==> src/hdl/mcl_pkg.sv <==
// package for the month calendar layout block
// widths, codes, the month tables and the grid command struct; no dependencies
`default_nettype none

package mcl_pkg;

  // field widths
  localparam int unsigned YEAR_W      = 14;
  localparam int unsigned MONTH_W     = 4;
  localparam int unsigned DAY_W       = 5;
  localparam int unsigned COL_W       = 3;
  localparam int unsigned ROW_W       = 3;
  localparam int unsigned CHAR_W      = 6;
  localparam int unsigned IN_TDATA_W  = 24;
  localparam int unsigned OUT_TDATA_W = 24;

  // shared divider geometry
  localparam int unsigned DIVIDEND_W = YEAR_W;
  localparam int unsigned DIVISOR_W  = 7;

  // reciprocal multiply: quotient = (dividend * RECIP) >> RECIP_SHIFT,
  // exact for every dividend below 2**14 with either divisor
  localparam int unsigned          RECIP_W       = 17;
  localparam int unsigned          RECIP_SHIFT   = 19;
  localparam logic [RECIP_W-1:0]   RECIP_HUNDRED = RECIP_W'(5243);
  localparam logic [RECIP_W-1:0]   RECIP_WEEK    = RECIP_W'(74899);

  // constants
  localparam logic [YEAR_W-1:0]    YEAR_MAX     = YEAR_W'(9999);
  localparam logic [MONTH_W-1:0]   MONTH_JAN    = MONTH_W'(1);
  localparam logic [MONTH_W-1:0]   MONTH_FEB    = MONTH_W'(2);
  localparam logic [MONTH_W-1:0]   MONTH_DEC    = MONTH_W'(12);
  localparam logic [MONTH_W-1:0]   MONTHS_YEAR  = MONTH_W'(12);
  localparam logic [DIVISOR_W-1:0] DVS_HUNDRED  = DIVISOR_W'(100);
  localparam logic [DIVISOR_W-1:0] DVS_WEEK     = DIVISOR_W'(7);
  localparam logic [DIVISOR_W-1:0] REM_99       = DIVISOR_W'(99);
  localparam logic [COL_W-1:0]     COL_SATURDAY = COL_W'(6);
  localparam logic [CHAR_W-1:0]    ASCII_ZERO   = CHAR_W'(48);
  localparam logic [CHAR_W-1:0]    ASCII_SPACE  = CHAR_W'(32);
  localparam logic [3:0]           UNITS_NINE   = 4'd9;

  // command from the sequencer to the day walker
  typedef struct packed {
    logic             start;
    logic [DAY_W-1:0] len;
    logic [COL_W-1:0] first_col;
  } mcl_grid_cmd_t;

  // number of days in a month, leap selects 29 for february
  function automatic logic [DAY_W-1:0] mcl_month_len(input logic [MONTH_W-1:0] month,
                                                      input logic leap);
    logic [DAY_W-1:0] len;
    unique case (month)
      4'd2:                      len = leap ? DAY_W'(29) : DAY_W'(28);
      4'd4, 4'd6, 4'd9, 4'd11:   len = DAY_W'(30);
      default:                   len = DAY_W'(31);
    endcase
    return len;
  endfunction

  // (13*m + 8)/5 for the shifted month 3..14
  function automatic logic [5:0] mcl_month_term(input logic [MONTH_W-1:0] m);
    logic [5:0] t;
    unique case (m)
      4'd3:    t = 6'd9;
      4'd4:    t = 6'd12;
      4'd5:    t = 6'd14;
      4'd6:    t = 6'd17;
      4'd7:    t = 6'd19;
      4'd8:    t = 6'd22;
      4'd9:    t = 6'd25;
      4'd10:   t = 6'd27;
      4'd11:   t = 6'd30;
      4'd12:   t = 6'd32;
      4'd13:   t = 6'd35;
      4'd14:   t = 6'd38;
      default: t = 6'd0;
    endcase
    return t;
  endfunction

endpackage

`default_nettype wire

==> src/hdl/month_calendar_layout.sv <==
// Month calendar layout: takes a year (1..9999) and a month (1..12) and emits one
// item per day with the day number, weekday column (Sunday 0), week row and two
// ASCII digits; tlast marks the final day. An out-of-range year or month is
// taken and gives no items, and the block is ready again on the next cycle. The
// block works on one month at a time and is not ready until the last day has
// been taken. After a year/month item is taken, the sequencer passes a start
// state, then makes two passes through the shared reciprocal-multiply divider
// (shifted year by 100 for the century terms and the leap rule, then the
// congruence sum by 7 for the first weekday) and then loads the day walker,
// which gives one day item per cycle while the sink is ready and stalls while
// the sink holds tready low.
// depends on mcl_pkg, mcl_div and mcl_grid
`default_nettype none

module month_calendar_layout (
  input  logic                             clk_i,
  input  logic                             rst_ni,
  input  logic                             s_axis_tvalid_i,
  output logic                             s_axis_tready_o,
  // year[13:0], month[17:14]
  input  logic [mcl_pkg::IN_TDATA_W-1:0]   s_axis_tdata_i,
  output logic                             m_axis_tvalid_o,
  input  logic                             m_axis_tready_i,
  // day_number[4:0], column[7:5], row[10:8], tens_char[16:11], units_char[22:17]
  output logic [mcl_pkg::OUT_TDATA_W-1:0]  m_axis_tdata_o,
  // last_day
  output logic                             m_axis_tlast_o
);

  import mcl_pkg::*;

  localparam logic [2:0] ST_IDLE     = 3'd0;
  localparam logic [2:0] ST_START100 = 3'd1;
  localparam logic [2:0] ST_DIV100   = 3'd2;
  localparam logic [2:0] ST_MOD7     = 3'd3;
  localparam logic [2:0] ST_EMIT     = 3'd4;

  logic [2:0]            state_q, state_d;
  logic [YEAR_W-1:0]     year_in;
  logic [MONTH_W-1:0]    month_in;
  logic                  in_take;
  logic                  in_ok;
  logic                  early;
  logic [YEAR_W-1:0]     ya_q;
  logic [MONTH_W-1:0]    ma_q;
  logic [MONTH_W-1:0]    month_q;
  logic [1:0]            ylow_q;
  logic                  early_q;
  logic                  leap_q;
  logic                  div_start;
  logic [DIVIDEND_W-1:0] div_dividend;
  logic                  div_week;
  logic                  div_done;
  logic [DIVIDEND_W-1:0] div_quot;
  logic [DIVISOR_W-1:0]  div_rem;
  logic [YEAR_W-1:0]     zsum;
  logic                  hundred_zero;
  logic                  four_hundred;
  logic                  leap;
  logic                  grid_done;
  mcl_grid_cmd_t         grid_cmd;

  assign year_in  = s_axis_tdata_i[YEAR_W-1:0];
  assign month_in = s_axis_tdata_i[YEAR_W +: MONTH_W];
  assign s_axis_tready_o = (state_q == ST_IDLE);
  assign in_take  = s_axis_tvalid_i && s_axis_tready_o;
  assign in_ok    = (year_in != '0) && (year_in <= YEAR_MAX) &&
                    (month_in != '0) && (month_in <= MONTH_DEC);
  assign early    = (month_in <= MONTH_FEB);

  // congruence sum from the shifted year and its quotient by 100, below 2**14
  assign zsum = ya_q + (ya_q >> 2) - div_quot + (div_quot >> 2)
              + YEAR_W'(mcl_month_term(ma_q)) + YEAR_W'(1);

  // leap rule of the true year from the shifted year's quotient and remainder
  always_comb begin
    if (early_q) begin
      hundred_zero = (div_rem == REM_99);
      four_hundred = hundred_zero && (div_quot[1:0] == 2'b11);
    end else begin
      hundred_zero = (div_rem == '0);
      four_hundred = hundred_zero && (div_quot[1:0] == 2'b00);
    end
    leap = ((ylow_q == 2'b00) && !hundred_zero) || four_hundred;
  end

  // sequencer
  always_comb begin
    state_d            = state_q;
    div_start          = 1'b0;
    div_dividend       = ya_q;
    div_week           = 1'b0;
    grid_cmd.start     = 1'b0;
    grid_cmd.len       = mcl_month_len(month_q, leap_q);
    grid_cmd.first_col = div_rem[COL_W-1:0];
    unique case (state_q)
      ST_IDLE: begin
        if (in_take && in_ok) state_d = ST_START100;
      end
      ST_START100: begin
        div_start = 1'b1;
        state_d   = ST_DIV100;
      end
      ST_DIV100: begin
        if (div_done) begin
          div_start    = 1'b1;
          div_dividend = zsum;
          div_week     = 1'b1;
          state_d      = ST_MOD7;
        end
      end
      ST_MOD7: begin
        if (div_done) begin
          grid_cmd.start = 1'b1;
          state_d        = ST_EMIT;
        end
      end
      ST_EMIT: begin
        if (grid_done) state_d = ST_IDLE;
      end
      default: state_d = ST_IDLE;
    endcase
  end

  always_ff @(posedge clk_i or negedge rst_ni) begin
    if (!rst_ni) begin
      state_q <= ST_IDLE;
    end else begin
      state_q <= state_d;
    end
  end

  // captured operands: jan and feb count as months 13 and 14 of the year before
  always_ff @(posedge clk_i) begin
    if (in_take) begin
      month_q <= month_in;
      ylow_q  <= year_in[1:0];
      early_q <= early;
      ya_q    <= early ? (year_in - YEAR_W'(1)) : year_in;
      ma_q    <= early ? (month_in + MONTHS_YEAR) : month_in;
    end
    if ((state_q == ST_DIV100) && div_done) begin
      leap_q <= leap;
    end
  end

  mcl_div u_div (
    .clk_i      (clk_i),
    .rst_ni     (rst_ni),
    .start_i    (div_start),
    .week_i     (div_week),
    .dividend_i (div_dividend),
    .done_o     (div_done),
    .quot_o     (div_quot),
    .rem_o      (div_rem)
  );

  mcl_grid u_grid (
    .clk_i           (clk_i),
    .rst_ni          (rst_ni),
    .cmd_i           (grid_cmd),
    .done_o          (grid_done),
    .m_axis_tvalid_o (m_axis_tvalid_o),
    .m_axis_tready_i (m_axis_tready_i),
    .m_axis_tdata_o  (m_axis_tdata_o),
    .m_axis_tlast_o  (m_axis_tlast_o)
  );

endmodule

`default_nettype wire

==> src/hdl/mcl_div.sv <==
// shared divide-by-constant unit: reciprocal multiply for the quotient, then
// multiply back and subtract for the remainder; depends on mcl_pkg
`default_nettype none

module mcl_div (
  input  logic                           clk_i,
  input  logic                           rst_ni,
  input  logic                           start_i,
  input  logic                           week_i,
  input  logic [mcl_pkg::DIVIDEND_W-1:0] dividend_i,
  output logic                           done_o,
  output logic [mcl_pkg::DIVIDEND_W-1:0] quot_o,
  output logic [mcl_pkg::DIVISOR_W-1:0]  rem_o
);

  import mcl_pkg::*;

  localparam int unsigned PROD_W = DIVIDEND_W + RECIP_W;

  logic                  mul_q;
  logic                  sub_q;
  logic                  done_q;
  logic                  week_q;
  logic [DIVIDEND_W-1:0] dvd_q;
  logic [DIVIDEND_W-1:0] quot_q, quot_d;
  logic [DIVISOR_W-1:0]  rem_q, rem_d;
  logic [RECIP_W-1:0]    recip;
  logic [DIVISOR_W-1:0]  dvs;
  logic [PROD_W-1:0]     prod;
  logic [DIVIDEND_W-1:0] back;

  // divide by 7 or by 100
  assign recip = week_q ? RECIP_WEEK : RECIP_HUNDRED;
  assign dvs   = week_q ? DVS_WEEK : DVS_HUNDRED;

  // quotient by reciprocal, remainder by multiplying back
  always_comb begin
    prod   = {{RECIP_W{1'b0}}, dvd_q} * {{DIVIDEND_W{1'b0}}, recip};
    quot_d = DIVIDEND_W'(prod >> RECIP_SHIFT);
    back   = quot_q * {{(DIVIDEND_W - DIVISOR_W){1'b0}}, dvs};
    rem_d  = DIVISOR_W'(dvd_q - back);
  end

  // stage flags: operands loaded, quotient ready, remainder ready
  always_ff @(posedge clk_i or negedge rst_ni) begin
    if (!rst_ni) begin
      mul_q  <= 1'b0;
      sub_q  <= 1'b0;
      done_q <= 1'b0;
    end else begin
      mul_q  <= start_i;
      sub_q  <= mul_q;
      done_q <= sub_q;
    end
  end

  // operand, quotient and remainder registers
  always_ff @(posedge clk_i) begin
    if (start_i) begin
      dvd_q  <= dividend_i;
      week_q <= week_i;
    end
    if (mul_q) begin
      quot_q <= quot_d;
    end
    if (sub_q) begin
      rem_q <= rem_d;
    end
  end

  assign done_o = done_q;
  assign quot_o = quot_q;
  assign rem_o  = rem_q;

endmodule

`default_nettype wire

==> src/hdl/mcl_grid.sv <==
// day walker: steps through the days of the month and drives the output items
// depends on mcl_pkg for widths, characters and the command struct
`default_nettype none

module mcl_grid (
  input  logic                                clk_i,
  input  logic                                rst_ni,
  input  mcl_pkg::mcl_grid_cmd_t              cmd_i,
  output logic                                done_o,
  output logic                                m_axis_tvalid_o,
  input  logic                                m_axis_tready_i,
  // day_number[4:0], column[7:5], row[10:8], tens_char[16:11], units_char[22:17]
  output logic [mcl_pkg::OUT_TDATA_W-1:0]     m_axis_tdata_o,
  // last_day
  output logic                                m_axis_tlast_o
);

  import mcl_pkg::*;

  logic             valid_q;
  logic [DAY_W-1:0] day_q;
  logic [DAY_W-1:0] len_q;
  logic [COL_W-1:0] col_q;
  logic [ROW_W-1:0] row_q;
  logic [1:0]       tens_q;
  logic [3:0]       units_q;
  logic             take;
  logic             last;
  logic [CHAR_W-1:0] tens_char;
  logic [CHAR_W-1:0] units_char;

  assign take = valid_q && m_axis_tready_i;
  assign last = (day_q == len_q);

  // valid flag
  always_ff @(posedge clk_i or negedge rst_ni) begin
    if (!rst_ni) begin
      valid_q <= 1'b0;
    end else if (cmd_i.start) begin
      valid_q <= 1'b1;
    end else if (take && last) begin
      valid_q <= 1'b0;
    end
  end

  // day, grid position and decimal digits advance on each taken item
  always_ff @(posedge clk_i) begin
    if (cmd_i.start) begin
      day_q   <= DAY_W'(1);
      len_q   <= cmd_i.len;
      col_q   <= cmd_i.first_col;
      row_q   <= '0;
      tens_q  <= '0;
      units_q <= 4'd1;
    end else if (take) begin
      day_q <= day_q + DAY_W'(1);
      if (units_q == UNITS_NINE) begin
        units_q <= '0;
        tens_q  <= tens_q + 2'd1;
      end else begin
        units_q <= units_q + 4'd1;
      end
      if (col_q == COL_SATURDAY) begin
        col_q <= '0;
        row_q <= row_q + ROW_W'(1);
      end else begin
        col_q <= col_q + COL_W'(1);
      end
    end
  end

  // ascii digits
  assign tens_char  = (tens_q == 2'd0) ? ASCII_SPACE : (ASCII_ZERO + CHAR_W'(tens_q));
  assign units_char = ASCII_ZERO + CHAR_W'(units_q);

  assign m_axis_tvalid_o = valid_q;
  assign m_axis_tdata_o  = {1'b0, units_char, tens_char, row_q, col_q, day_q};
  assign m_axis_tlast_o  = last;
  assign done_o          = take && last;

endmodule

`default_nettype wire

==> config.mk <==
export PLATFORM = sky130hd
export DESIGN_NAME = month_calendar_layout
export DESIGN_NICKNAME = d
export VERILOG_FILES = /design/src/hdl/mcl_pkg.sv /design/src/hdl/month_calendar_layout.sv /design/src/hdl/mcl_div.sv /design/src/hdl/mcl_grid.sv
export SDC_FILE = /design/constraint.sdc
export NUM_CORES = 1
export LEC_CHECK = 0
export BUFFER_PORTS_ARGS = -buffer_cell sky130_fd_sc_hd__buf_2
export CAP_MARGIN = 0
export CORE_MARGIN = 4
export CORE_UTILIZATION = 50
export DETAILED_ROUTE_END_ITERATION = 6
export GPL_TIMING_DRIVEN = 0
export PLACE_DENSITY_LB_ADDON = 0.2
export SLEW_MARGIN = 10
export SYNTH_ARGS = -nofsm -noshare
export SYNTH_HDL_FRONTEND = slang
export SYNTH_HIERARCHICAL = 1
export SYNTH_SLANG_ARGS = --single-unit
==> constraint.sdc <==
create_clock -name clk_i -period 7.4 [get_ports clk_i]
set_clock_uncertainty 0.2 [all_clocks]
set_input_delay 0.74 -clock clk_i [delete_from_list [all_inputs] [get_ports clk_i]]
set_output_delay 0.74 -clock clk_i [all_outputs]
set_load 0.02 [all_outputs]
==> impl_metrics.py, run 1 <==
metrics = {
    "synthesis": {
        "ys_ff_latch": 93,
        "synth-main-ff-cell": "edfxtp_1",
        "postSynthAreaPerCell_um2": 10.4,
        "async_reset_ff_share_pct": 7.53,
        "synth_edf_count": 66,
        "yosysUniqueCellTypes": 77,
        "syn_area_um2": 10900,
        "yosys_warnings": 6,
        "synth_cells": 1046,
        "synth-seq-area-share_pct": 23.4,
    },
    "floorplanning": {
        "row_count": 53,
        "io_pins": 55,
        "die_y_um": 156,
        "die-area_um2": 24300,
        "die_w_um": 156,
        "core_area_um2": 21200,
        "start_util_pct": 51.4,
    },
    "worst_hold_path": {
        "hp-class": "primary input to asynchronous set/reset pin",
    },
    "clock_network": {
        "clk_path_buf_depth": 2,
        "clk_transition_reported_paths_ns": 0.07,
        "cts_sinks": 93,
        "cts-hold-fix-buffers": 0,
        "cts_made_buffers": 9,
        "cts-root-buf": "clkbuf_16",
        "post-cts-setup-buffer-count": 0,
        "cts_resized": 0,
        "cts_tree": "done",
        "cts_max_level": 3,
        "clk_latency_ns": 0.35,
    },
    "setup_path": {
        "cp-end-kind": "register",
        "ff2ff_setup_slack_ns": 0.37,
        "cpMaxStageDelayCell": "fa_1",
        "critPathKind": "register to register",
        "cp_top_family": "adder cells",
        "critPathArrivalTime_ns": 6.92,
        "max_stage_delay_ns": 0.53,
        "crit_buf_inv": 3,
        "worstRegToRegCells": 19,
        "reg2reg_from": "u_div/week_q$_DFFE_PP_",
        "required_ns": 7.28,
        "path_max_fanout": 10,
        "startpoint_type": "register",
        "path_cells": "clkbuf_1, clkbuf_1, nand2b_1, inv_1, fa_1, fa_1, fa_1, fa_1, fa_1, fa_1, ha_1, a21oi_2, a21oi_1, a211o_1, a221o_1, o2111ai_2, a21oi_1, o211ai_1, nand3b_1",
        "path_common_cell": "fa_1",
        "worst_r2r_endpoint": "u_div/quot_o[11]$_DFFE_PP_",
        "crit_path_start": "u_div/week_q$_DFFE_PP_",
    },
    "job": {
        "cap_viol_max_count": 0,
    },
    "timing": {
        "slew_viol_final": 0,
        "setup_ws_ns": 0.366,
        "relSlewSlack_pct": 21.8,
        "worst_slew_pin_slew_ns": 1.17,
        "fmax_ghz": 0.142,
        "fin_setup_tns_ns": 0,
        "hold_viol_final": 0,
        "rsz0062_at_grt": "false",
        "finalCritPeriodShare_pct": 95.0,
        "finalCriticalPeriod_ns": 7.03,
        "finalSetupViolCount": 0,
    },
    "pwr": {
        "p_int_uw": 943,
        "p_leak_uw": 0.00579,
        "peakVddDrop_v": 0.000139,
        "power_density_nw_per_um2": 104,
        "seqPwrFrac_pct": 45.3,
        "swShare_pct": 23.7,
        "p_clk_share_pct": 40.7,
        "power_switching_uw": 293,
        "p_comb_share_pct": 14.0,
        "total_power_uw": 1240,
    },
    "drt": {
        "wl_per_cell_um": 14.8,
        "drc": 0,
        "first_pass_iters": 4,
        "ant_nets": 0,
        "via_count": 7082,
        "vias_per_cell": 5.07,
        "initialDrtViolationCount": 253,
        "wl_um": 20700,
    },
    "final_layout": {
        "postLayoutCoreUtil_pct": 55.9,
        "nets": 1448,
        "drive_above_1_share_pct": 8.65,
        "area_growth_pct": 8.69,
        "antennaDiodeCount": 0,
    },
    "place": {
        "hpwlAfterDp_um": 17600,
        "place_congestion": 0.884,
        "io_buffer_count": 42,
        "dp_slack_ns": 0.338,
    },
    "run_status": {
        "status": "completed",
    },
    "grt": {
        "grt_pass1_wl_um": 35800,
        "grt_max_degree": 30,
        "grt_remaining_overflow": 0,
        "antenna_found_initial": 0,
        "grt_use_total_pct": 18.2,
        "grt_pass1_vias": 7349,
    },
}
==> state kept, by name (all words and copies together), names as in the netlist, 4 cells and up, named ones only <==
name,cells
u_grid/len_q,5
u_div/rem_o,7
u_grid/day_q,5
u_grid/units_q,4
u_div/quot_o,12
ya_q,14
ma_q,4
u_div/dvd_q,14
==> cells by family after synthesis <==
group	count (synthesis)	synth area share [%]
other cells	5	0.172
simple gates	208	10.7
fa+ha+maj	303	43.5
mux	3	0.298
flops	93	23.4
xor+xnor	70	5.62
buf+inv	223	8.02
compound gates	141	8.33
==> final cells by class <==
| type | instances | area [µm²] |
|---|---|---|
| timing repair buffer | 42 | 210 |
| fill | 1870 | 9360 |
| multi-input combinational | 748 | 7550 |
| tap | 275 | 344 |
| clock buffer | 11 | 243 |
| buffer | 18 | 106 |
| inverter | 205 | 769 |
| sequential | 93 | 2560 |
| clock inverter | 5 | 83.8 |
==> routing by layer <==
| layer | up-vias | track usage [%] | routed length (µm) |
|---|---|---|---|
| met3 | 19 | 3.30 | 682 |
| met4 | 0 | 3.29 | 208 |
| met2 | 97 | 30.9 | 9980 |
| met1 | 3390 | 24.9 | 9820 |
| li1 | 3576 | - | - |
| met5 | - | 0 | 0 |
==> cells in the mapped netlist (8+ instances only) <==
master    count  share of area, %
inv_1       203               7.0
ha_1        176                20
fa_1        127                23
edfxtp_1     66                18
nand2_1      52               1.8
xnor2_1      51               4.1
a21oi_1      41               1.9
o21ai_0      35               1.6
nor2_1       29               1.0
nand2b_1     21               1.2
dfxtp_1      20               3.7
xor2_1       19               1.5
and2_1       17              0.97
a21o_1       14              0.96
nand3_1      12              0.55
nor2b_1      11              0.63
buf_4         8              0.55
clkbuf_1      8              0.28
or3_1         8              0.46
==> metrics by stage <==
stage,std cells,hold slack [ns],area [µm²]
after floorplan,1064,0.244,11000
after global placement,1381,0.258,11500
after detailed placement,1381,0.268,11500
after CTS,1397,0.00935,11900
after global routing,1397,0.0180,11900
final,1397,0.0172,11900
==> placed cells by master, fill, tap and decap left out, types with 3 or more instances in the layout <==
| cell type | netlist | routed |
|---|---|---|
| nand3b_1 | 6 | 6 |
| o21a_1 | 4 | 4 |
| dfxtp_1 | 20 | 20 |
| clkbuf_16 | 0 | 9 |
| a31oi_1 | 5 | 5 |
| buf_4 | 8 | 8 |
| clkbuf_1 | 8 | 9 |
| nor2b_1 | 11 | 11 |
| or2_2 | 4 | 4 |
| or4_1 | 4 | 4 |
| xor2_1 | 19 | 19 |
| nand4_1 | 7 | 7 |
| and4_1 | 3 | 3 |
| nand2b_1 | 21 | 21 |
| inv_1 | 203 | 203 |
| and2_1 | 17 | 17 |
| nor3_1 | 7 | 7 |
| nand3_1 | 12 | 12 |
| or3_1 | 8 | 8 |
| dfrtp_1 | 7 | 7 |
| ha_1 | 176 | 176 |
| xnor2_1 | 51 | 51 |
| edfxtp_1 | 66 | 66 |
| a211oi_1 | 6 | 6 |
| a21oi_1 | 41 | 41 |
| a21o_1 | 14 | 14 |
| buf_2 | 1 | 43 |
| conb_1 | 5 | 23 |
| o21bai_1 | 5 | 5 |
| nand2_1 | 52 | 52 |
| fa_1 | 127 | 127 |
| o22ai_1 | 3 | 3 |
| o31ai_1 | 4 | 4 |
| o21ai_0 | 35 | 35 |
| nor2_1 | 29 | 29 |
| a21oi_2 | 3 | 3 |
==> worst max path at each step <==
stage / end / slack [ns] / depth (start not counted)
after global placement: u_div/quot_o[11]$_DFFE_PP_ / 0.34 / 19
after floorplan: u_div/quot_o[5]$_DFFE_PP_ / 1.14 / 23
after CTS: u_div/quot_o[11]$_DFFE_PP_ / 0.30 / 19
after global routing: u_div/quot_o[11]$_DFFE_PP_ / 0.01 / 23
after detailed placement: u_div/quot_o[11]$_DFFE_PP_ / 0.34 / 19
final: u_div/quot_o[11]$_DFFE_PP_ / 0.37 / 19
==> power by group through the flow <==
stage	registers (µW)	logic [µW]	clock network, µW
2_1_floorplan	572	130	0
3_3_place_gp	572	171	0
3_5_place_dp	572	172	0
4_1_cts	560	175	513
5_1_grt	560	200	536
6_report	560	173	503
Note: power is estimated with default switching activity, not from simulation.
==> inputs of run 2 (changes only) <==
- RECOVER_POWER: unset -> 100
==> run 2 against run 1 <==
Against the previous run:
- combinational power about the same
- sequential share of layout area up 0.14 points
- non-clock buffer count did not move
- register-to-register slack about the same
- critical path depth unchanged
- clock power is essentially flat
- global-route usage is the same
- setup slack better by 0.00087 ns
- count of clock-buffer cells in the layout is the same
- wire length up 0.12%
- die area did not move
- cell count unchanged
- critical path type unchanged
- critical endpoint is now u_div/quot_o[5]$_DFFE_PP_
- largest cell class unchanged
- highest routed layer unchanged
==> impl_metrics.py, run 2 (synthesis gave the netlist of run 1 again) <==
metrics = {
    "final_layout": {
        "num-fill-cells": 1887,
        "layout_common_cells": "inv_1 (205), ha_1 (176), fa_1 (127)",
        "final_common_cell": "inv_1",
        "antennaDiodeCount": 0,
        "nets": 1448,
        "drive_above_1_share_pct": 5.35,
        "area_growth_pct": 7.98,
    },
    "drt": {
        "wl_per_cell_um": 14.8,
        "initialDrtViolationCount": 260,
        "wl_um": 20700,
        "first_pass_iters": 4,
        "via_count": 7101,
        "vias_per_cell": 5.08,
        "ant_nets": 0,
        "drc": 0,
    },
    "timing": {
        "rsz0062_at_grt": "false",
        "fmax_ghz": 0.142,
        "slew_viol_final": 0,
        "finalCritPeriodShare_pct": 95.0,
        "setup_ws_ns": 0.367,
        "finalCriticalPeriod_ns": 7.03,
        "fin_setup_tns_ns": 0,
        "relSlewSlack_pct": 21.4,
        "finalSetupViolCount": 0,
        "worst_slew_pin_slew_ns": 1.18,
        "hold_viol_final": 0,
    },
    "place": {
        "io_buffer_count": 42,
        "dp_slack_ns": 0.338,
        "place_congestion": 0.884,
        "hpwlAfterDp_um": 17600,
    },
    "worst_hold_path": {
        "hp-class": "primary input to asynchronous set/reset pin",
    },
    "clock_network": {
        "cts_max_level": 3,
        "cts-hold-fix-buffers": 0,
        "clk_latency_ns": 0.34,
        "cts_made_buffers": 9,
        "cts_resized": 0,
        "clk_transition_reported_paths_ns": 0.07,
        "cts-root-buf": "clkbuf_16",
        "cts_tree": "done",
        "post-cts-setup-buffer-count": 0,
        "cts_sinks": 93,
        "clk_path_buf_depth": 2,
    },
    "setup_path": {
        "critPathKind": "register to register",
        "cp-end-kind": "register",
        "path_cells": "clkbuf_1, clkbuf_1, nand2b_1, inv_1, fa_1, fa_1, fa_1, fa_1, fa_1, fa_1, ha_1, a21oi_2, a21oi_1, a211o_1, a221o_1, or2_0, a21o_1, a21oi_1, xnor2_1",
        "required_ns": 7.30,
        "startpoint_type": "register",
        "path_max_fanout": 10,
        "max_stage_delay_ns": 0.53,
        "cpMaxStageDelayCell": "fa_1",
        "path_common_cell": "fa_1",
        "critPathArrivalTime_ns": 6.93,
    },
    "floorplanning": {
        "start_util_pct": 51.4,
        "row_count": 53,
        "io_pins": 55,
        "die_y_um": 156,
        "die_w_um": 156,
        "core_area_um2": 21200,
        "die-area_um2": 24300,
    },
    "pwr": {
        "peakVddDrop_v": 0.000139,
        "total_power_uw": 1230,
        "power_density_nw_per_um2": 105,
        "p_leak_uw": 0.00567,
    },
    "grt": {
        "grt_use_total_pct": 18.2,
        "grt_max_degree": 30,
        "antenna_found_initial": 0,
        "grt_pass1_wl_um": 35800,
        "grt_pass1_vias": 7349,
        "grt_remaining_overflow": 0,
    },
    "job": {
        "cap_viol_max_count": 0,
    },
    "run_status": {
        "status": "completed",
    },
}
[run 2: changes by cell type in the layout (fill, tap and decap cells not counted), sizes merged]
cell	previous run	this run
clkbuf	19	48
buf	52	23
[run 2: stage by stage]
step           util, %  instances  hold WS [ns]  area (µm²)
6_report          55.5       1397        0.0845       11800
5_1_grt           55.5       1397         0.108       11800
4_1_cts           55.9       1397       0.00935       11900
3_5_place_dp      54.4       1381         0.268       11500
3_3_place_gp      54.4       1381         0.258       11500
2_1_floorplan        -       1064         0.244       11000
[run 2: worst max-delay path, delay by kind of cell, from the launching register on]
kind	cells	cell delay (ns)
adder cells (fa/ha/maj)	7	3.30
AND/OR/NAND/NOR	2	0.51
AO/OA/AOI/OAI	6	1.37
flip-flops	1	0.38
XOR/XNOR	1	0.08
buffers and inverters	3	0.92
[run 2: metal layers]
metal,part of all wire (%),vias up,track usage (%)
met5,0,-,0
met4,0.93,0,3.29
met3,3.4,16,3.30
li1,-,3576,-
met2,48,97,30.9
met1,47,3412,24.9
[run 2: power by group]
group / switching [µW] / internal [µW] / leakage, µW
logic: 94.8 / 75.2 / 0.00467
clock network: 196 / 306 / 0.000152
registers: 0 / 560 / 0.000854
total: 291 / 942 / 0.00567
[run 2: layout make-up]
cell class              count  area (µm²)  area share, %
well taps                 275         344           2.92
repair buffers             42         175           1.49
flip-flops and latches     93        2560           21.7
inverters                 205         769           6.53
clock inverters             5        83.8          0.711
clock buffers              11         243           2.06
plain buffers              18        98.8          0.839
multi-input cells         748        7520           63.8
[run 2: path summary, 6_finish.rpt]
check,slack [ns],cells past startpoint,startpoint,to
max in group asynchronous,6.63,1,rst_ni,u_div/sub_q$_DFF_PN0_
setup / recovery,0.37,19,u_div/week_q$_DFFE_PP_,u_div/quot_o[5]$_DFFE_PP_
min in group clk_i,0.27,2,u_grid/tens_q[1]$_SDFFE_PP0P_,u_grid/tens_q[1]$_SDFFE_PP0P_
hold reg to reg,0.27,2,u_grid/tens_q[1]$_SDFFE_PP0P_,u_grid/tens_q[1]$_SDFFE_PP0P_
setup reg to reg,0.37,19,u_div/week_q$_DFFE_PP_,u_div/quot_o[5]$_DFFE_PP_
hold / removal,0.08,1,rst_ni,u_grid/m_axis_tvalid_o$_DFFE_PN0P_
==> inputs of run 3 (changes only) <==
- clock period: 7.4 -> 6.5 ns (I/O delays scaled with it)
==> run 3 against run 2 <==
Against the previous run:
- combinational power up 22%
- wire length increased by 1.1%
- sequential power up 14%
- first-iteration DRC count down 13%
- critical path type unchanged
- critical endpoint is now u_div/quot_o[7]$_DFFE_PP_
==> impl_metrics.py, run 3 (synthesis gave the netlist of run 1 again) <==
metrics = {
    "floorplanning": {
        "row_count": 53,
        "core_area_um2": 21200,
        "die-area_um2": 24300,
        "die_w_um": 156,
        "start_util_pct": 51.4,
        "io_pins": 55,
        "die_y_um": 156,
    },
    "drt": {
        "via_count": 7173,
        "first_pass_iters": 4,
        "vias_per_cell": 5.10,
        "drc": 0,
        "wl_um": 20900,
        "ant_nets": 0,
        "wl_per_cell_um": 14.9,
        "initialDrtViolationCount": 226,
    },
    "final_layout": {
        "antennaDiodeCount": 0,
        "drive_above_1_share_pct": 7.42,
        "nets": 1458,
        "area_growth_pct": 9.78,
        "num-fill-cells": 1866,
        "final_common_cell": "inv_1",
        "layout_common_cells": "inv_1 (205), ha_1 (173), fa_1 (126)",
    },
    "timing": {
        "whs_ns": 0.271,
        "fmax_ghz": 0.159,
        "hold_viol_final": 0,
        "slew_viol_final": 0,
        "worst_slew_pin_slew_ns": 1.17,
        "finalCriticalPeriod_ns": 6.30,
        "relSlewSlack_pct": 21.5,
        "finalSetupViolCount": 0,
        "finalCritPeriodShare_pct": 97.0,
        "fin_setup_tns_ns": 0,
    },
    "pwr": {
        "p_comb_share_pct": 14.6,
        "p_leak_uw": 0.00574,
        "power_density_nw_per_um2": 118,
        "p_clk_share_pct": 40.4,
        "power_switching_uw": 338,
        "peakVddDrop_v": 0.000158,
        "p_int_uw": 1080,
        "swShare_pct": 23.9,
        "seqPwrFrac_pct": 45.0,
    },
    "job": {
        "cap_viol_max_count": 0,
    },
    "setup_path": {
        "cp-end-kind": "register",
        "critPathArrivalTime_ns": 6.20,
        "critPathKind": "register to register",
        "required_ns": 6.39,
        "crit_path_start": "u_div/week_q$_DFFE_PP_",
        "startpoint_type": "register",
        "path_max_fanout": 7,
        "reg2reg_from": "u_div/week_q$_DFFE_PP_",
    },
    "place": {
        "io_buffer_count": 42,
        "place_congestion": 0.884,
        "hpwlAfterDp_um": 17600,
    },
    "grt": {
        "grt_remaining_overflow": 0,
        "grt_use_total_pct": 18.3,
        "grt_pass1_vias": 7357,
        "antenna_found_initial": 0,
        "grt_max_degree": 30,
        "grt_pass1_wl_um": 35900,
    },
    "worst_hold_path": {
        "worstHoldStart": "u_grid/tens_q[1]$_SDFFE_PP0P_",
        "hp-class": "register to register",
    },
    "clock_network": {
        "cts_tree": "done",
        "clk_path_buf_depth": 2,
        "cts_made_buffers": 9,
        "cts-root-buf": "clkbuf_16",
        "clk_transition_reported_paths_ns": 0.07,
        "clk_latency_ns": 0.34,
        "cts_sinks": 93,
        "cts_max_level": 3,
    },
    "run_status": {
        "status": "completed",
    },
}
-- run 3: final timing paths --
kind / endpoint / slack [ns] / depth (start not counted)
setup / recovery: u_div/quot_o[7]$_DFFE_PP_ / 0.20 / 18
hold / removal: u_grid/tens_q[1]$_SDFFE_PP0P_ / 0.27 / 2
setup reg to reg: u_div/quot_o[7]$_DFFE_PP_ / 0.20 / 18
hold reg to reg: u_grid/tens_q[1]$_SDFFE_PP0P_ / 0.27 / 2
max in group asynchronous: u_div/sub_q$_DFF_PN0_ / 5.28 / 2
min in group asynchronous: u_grid/m_axis_tvalid_o$_DFFE_PN0P_ / 0.53 / 2
-- run 3: layout make-up --
type,instances,area [µm²],share of cell area [%]
Buffer,17,108,0.898
Clock buffer,11,243,2.03
Clock inverter,5,83.8,0.700
Inverter,205,769,6.42
Multi-Input combinational cell,748,7620,63.6
Sequential cell,93,2560,21.3
Tap cell,275,344,2.87
Timing Repair Buffer,53,262,2.18
-- run 3: critical path, stage by stage (launching register included) --
cell and delay, ns:
edfxtp_1 0.48, buf_6 0.19, buf_4 0.13, nor2b_1 0.25, ha_1 0.31, fa_1 0.49, fa_1 0.51, fa_1 0.53
fa_1 0.58, fa_1 0.47, ha_4 0.28, a21oi_2 0.15, a21oi_1 0.08, a211o_1 0.30, a221o_1 0.38, o2111ai_4 0.29
nand3b_4 0.13, a21oi_1 0.20, xnor2_1 0.09
-- run 3: power by group through the flow --
| stage | combinational [µW] | clock (µW) | sequential (µW) |
|---|---|---|---|
| after floorplan | 148 | 0 | 651 |
| after global placement | 194 | 0 | 651 |
| after detailed placement | 196 | 0 | 651 |
| after CTS | 201 | 584 | 638 |
| after global routing | 239 | 611 | 638 |
| final | 207 | 572 | 638 |
-- run 3: stage by stage --
stage / util, % / area, µm² / setup slack [ns] / cells / total power, µW
2_1_floorplan: - / 11000 / 0.236 / 1064 / 799
3_3_place_gp: 54.4 / 11500 / -0.559 / 1381 / 845
3_5_place_dp: 54.4 / 11500 / -0.562 / 1381 / 847
4_1_cts: 56.1 / 11900 / 0.00426 / 1399 / 1420
5_1_grt: 56.5 / 12000 / -0.0120 / 1407 / 1490
6_report: 56.5 / 12000 / 0.196 / 1407 / 1420
-- run 3: layer usage --
metal  GRT usage (%)  share of wire, %  vias to the layer above
li1                -                 -                     3596
met1            25.0                47                     3477
met2            30.9                49                       84
met3            3.30               3.1                       16
met4            3.29              0.91                        0
met5               0                 0                        -
-- run 3: what timing repair did --
item | 4_1_cts | 5_1_grt
setup endpoints to repair | 12 | 11
buffers inserted | 2 | 7
hold endpoints to repair | 7 | 0
gates cloned | 0 | 1
hold buffers | 1 | 0
resized for setup | 5 | 21
pin swaps | 1 | 11
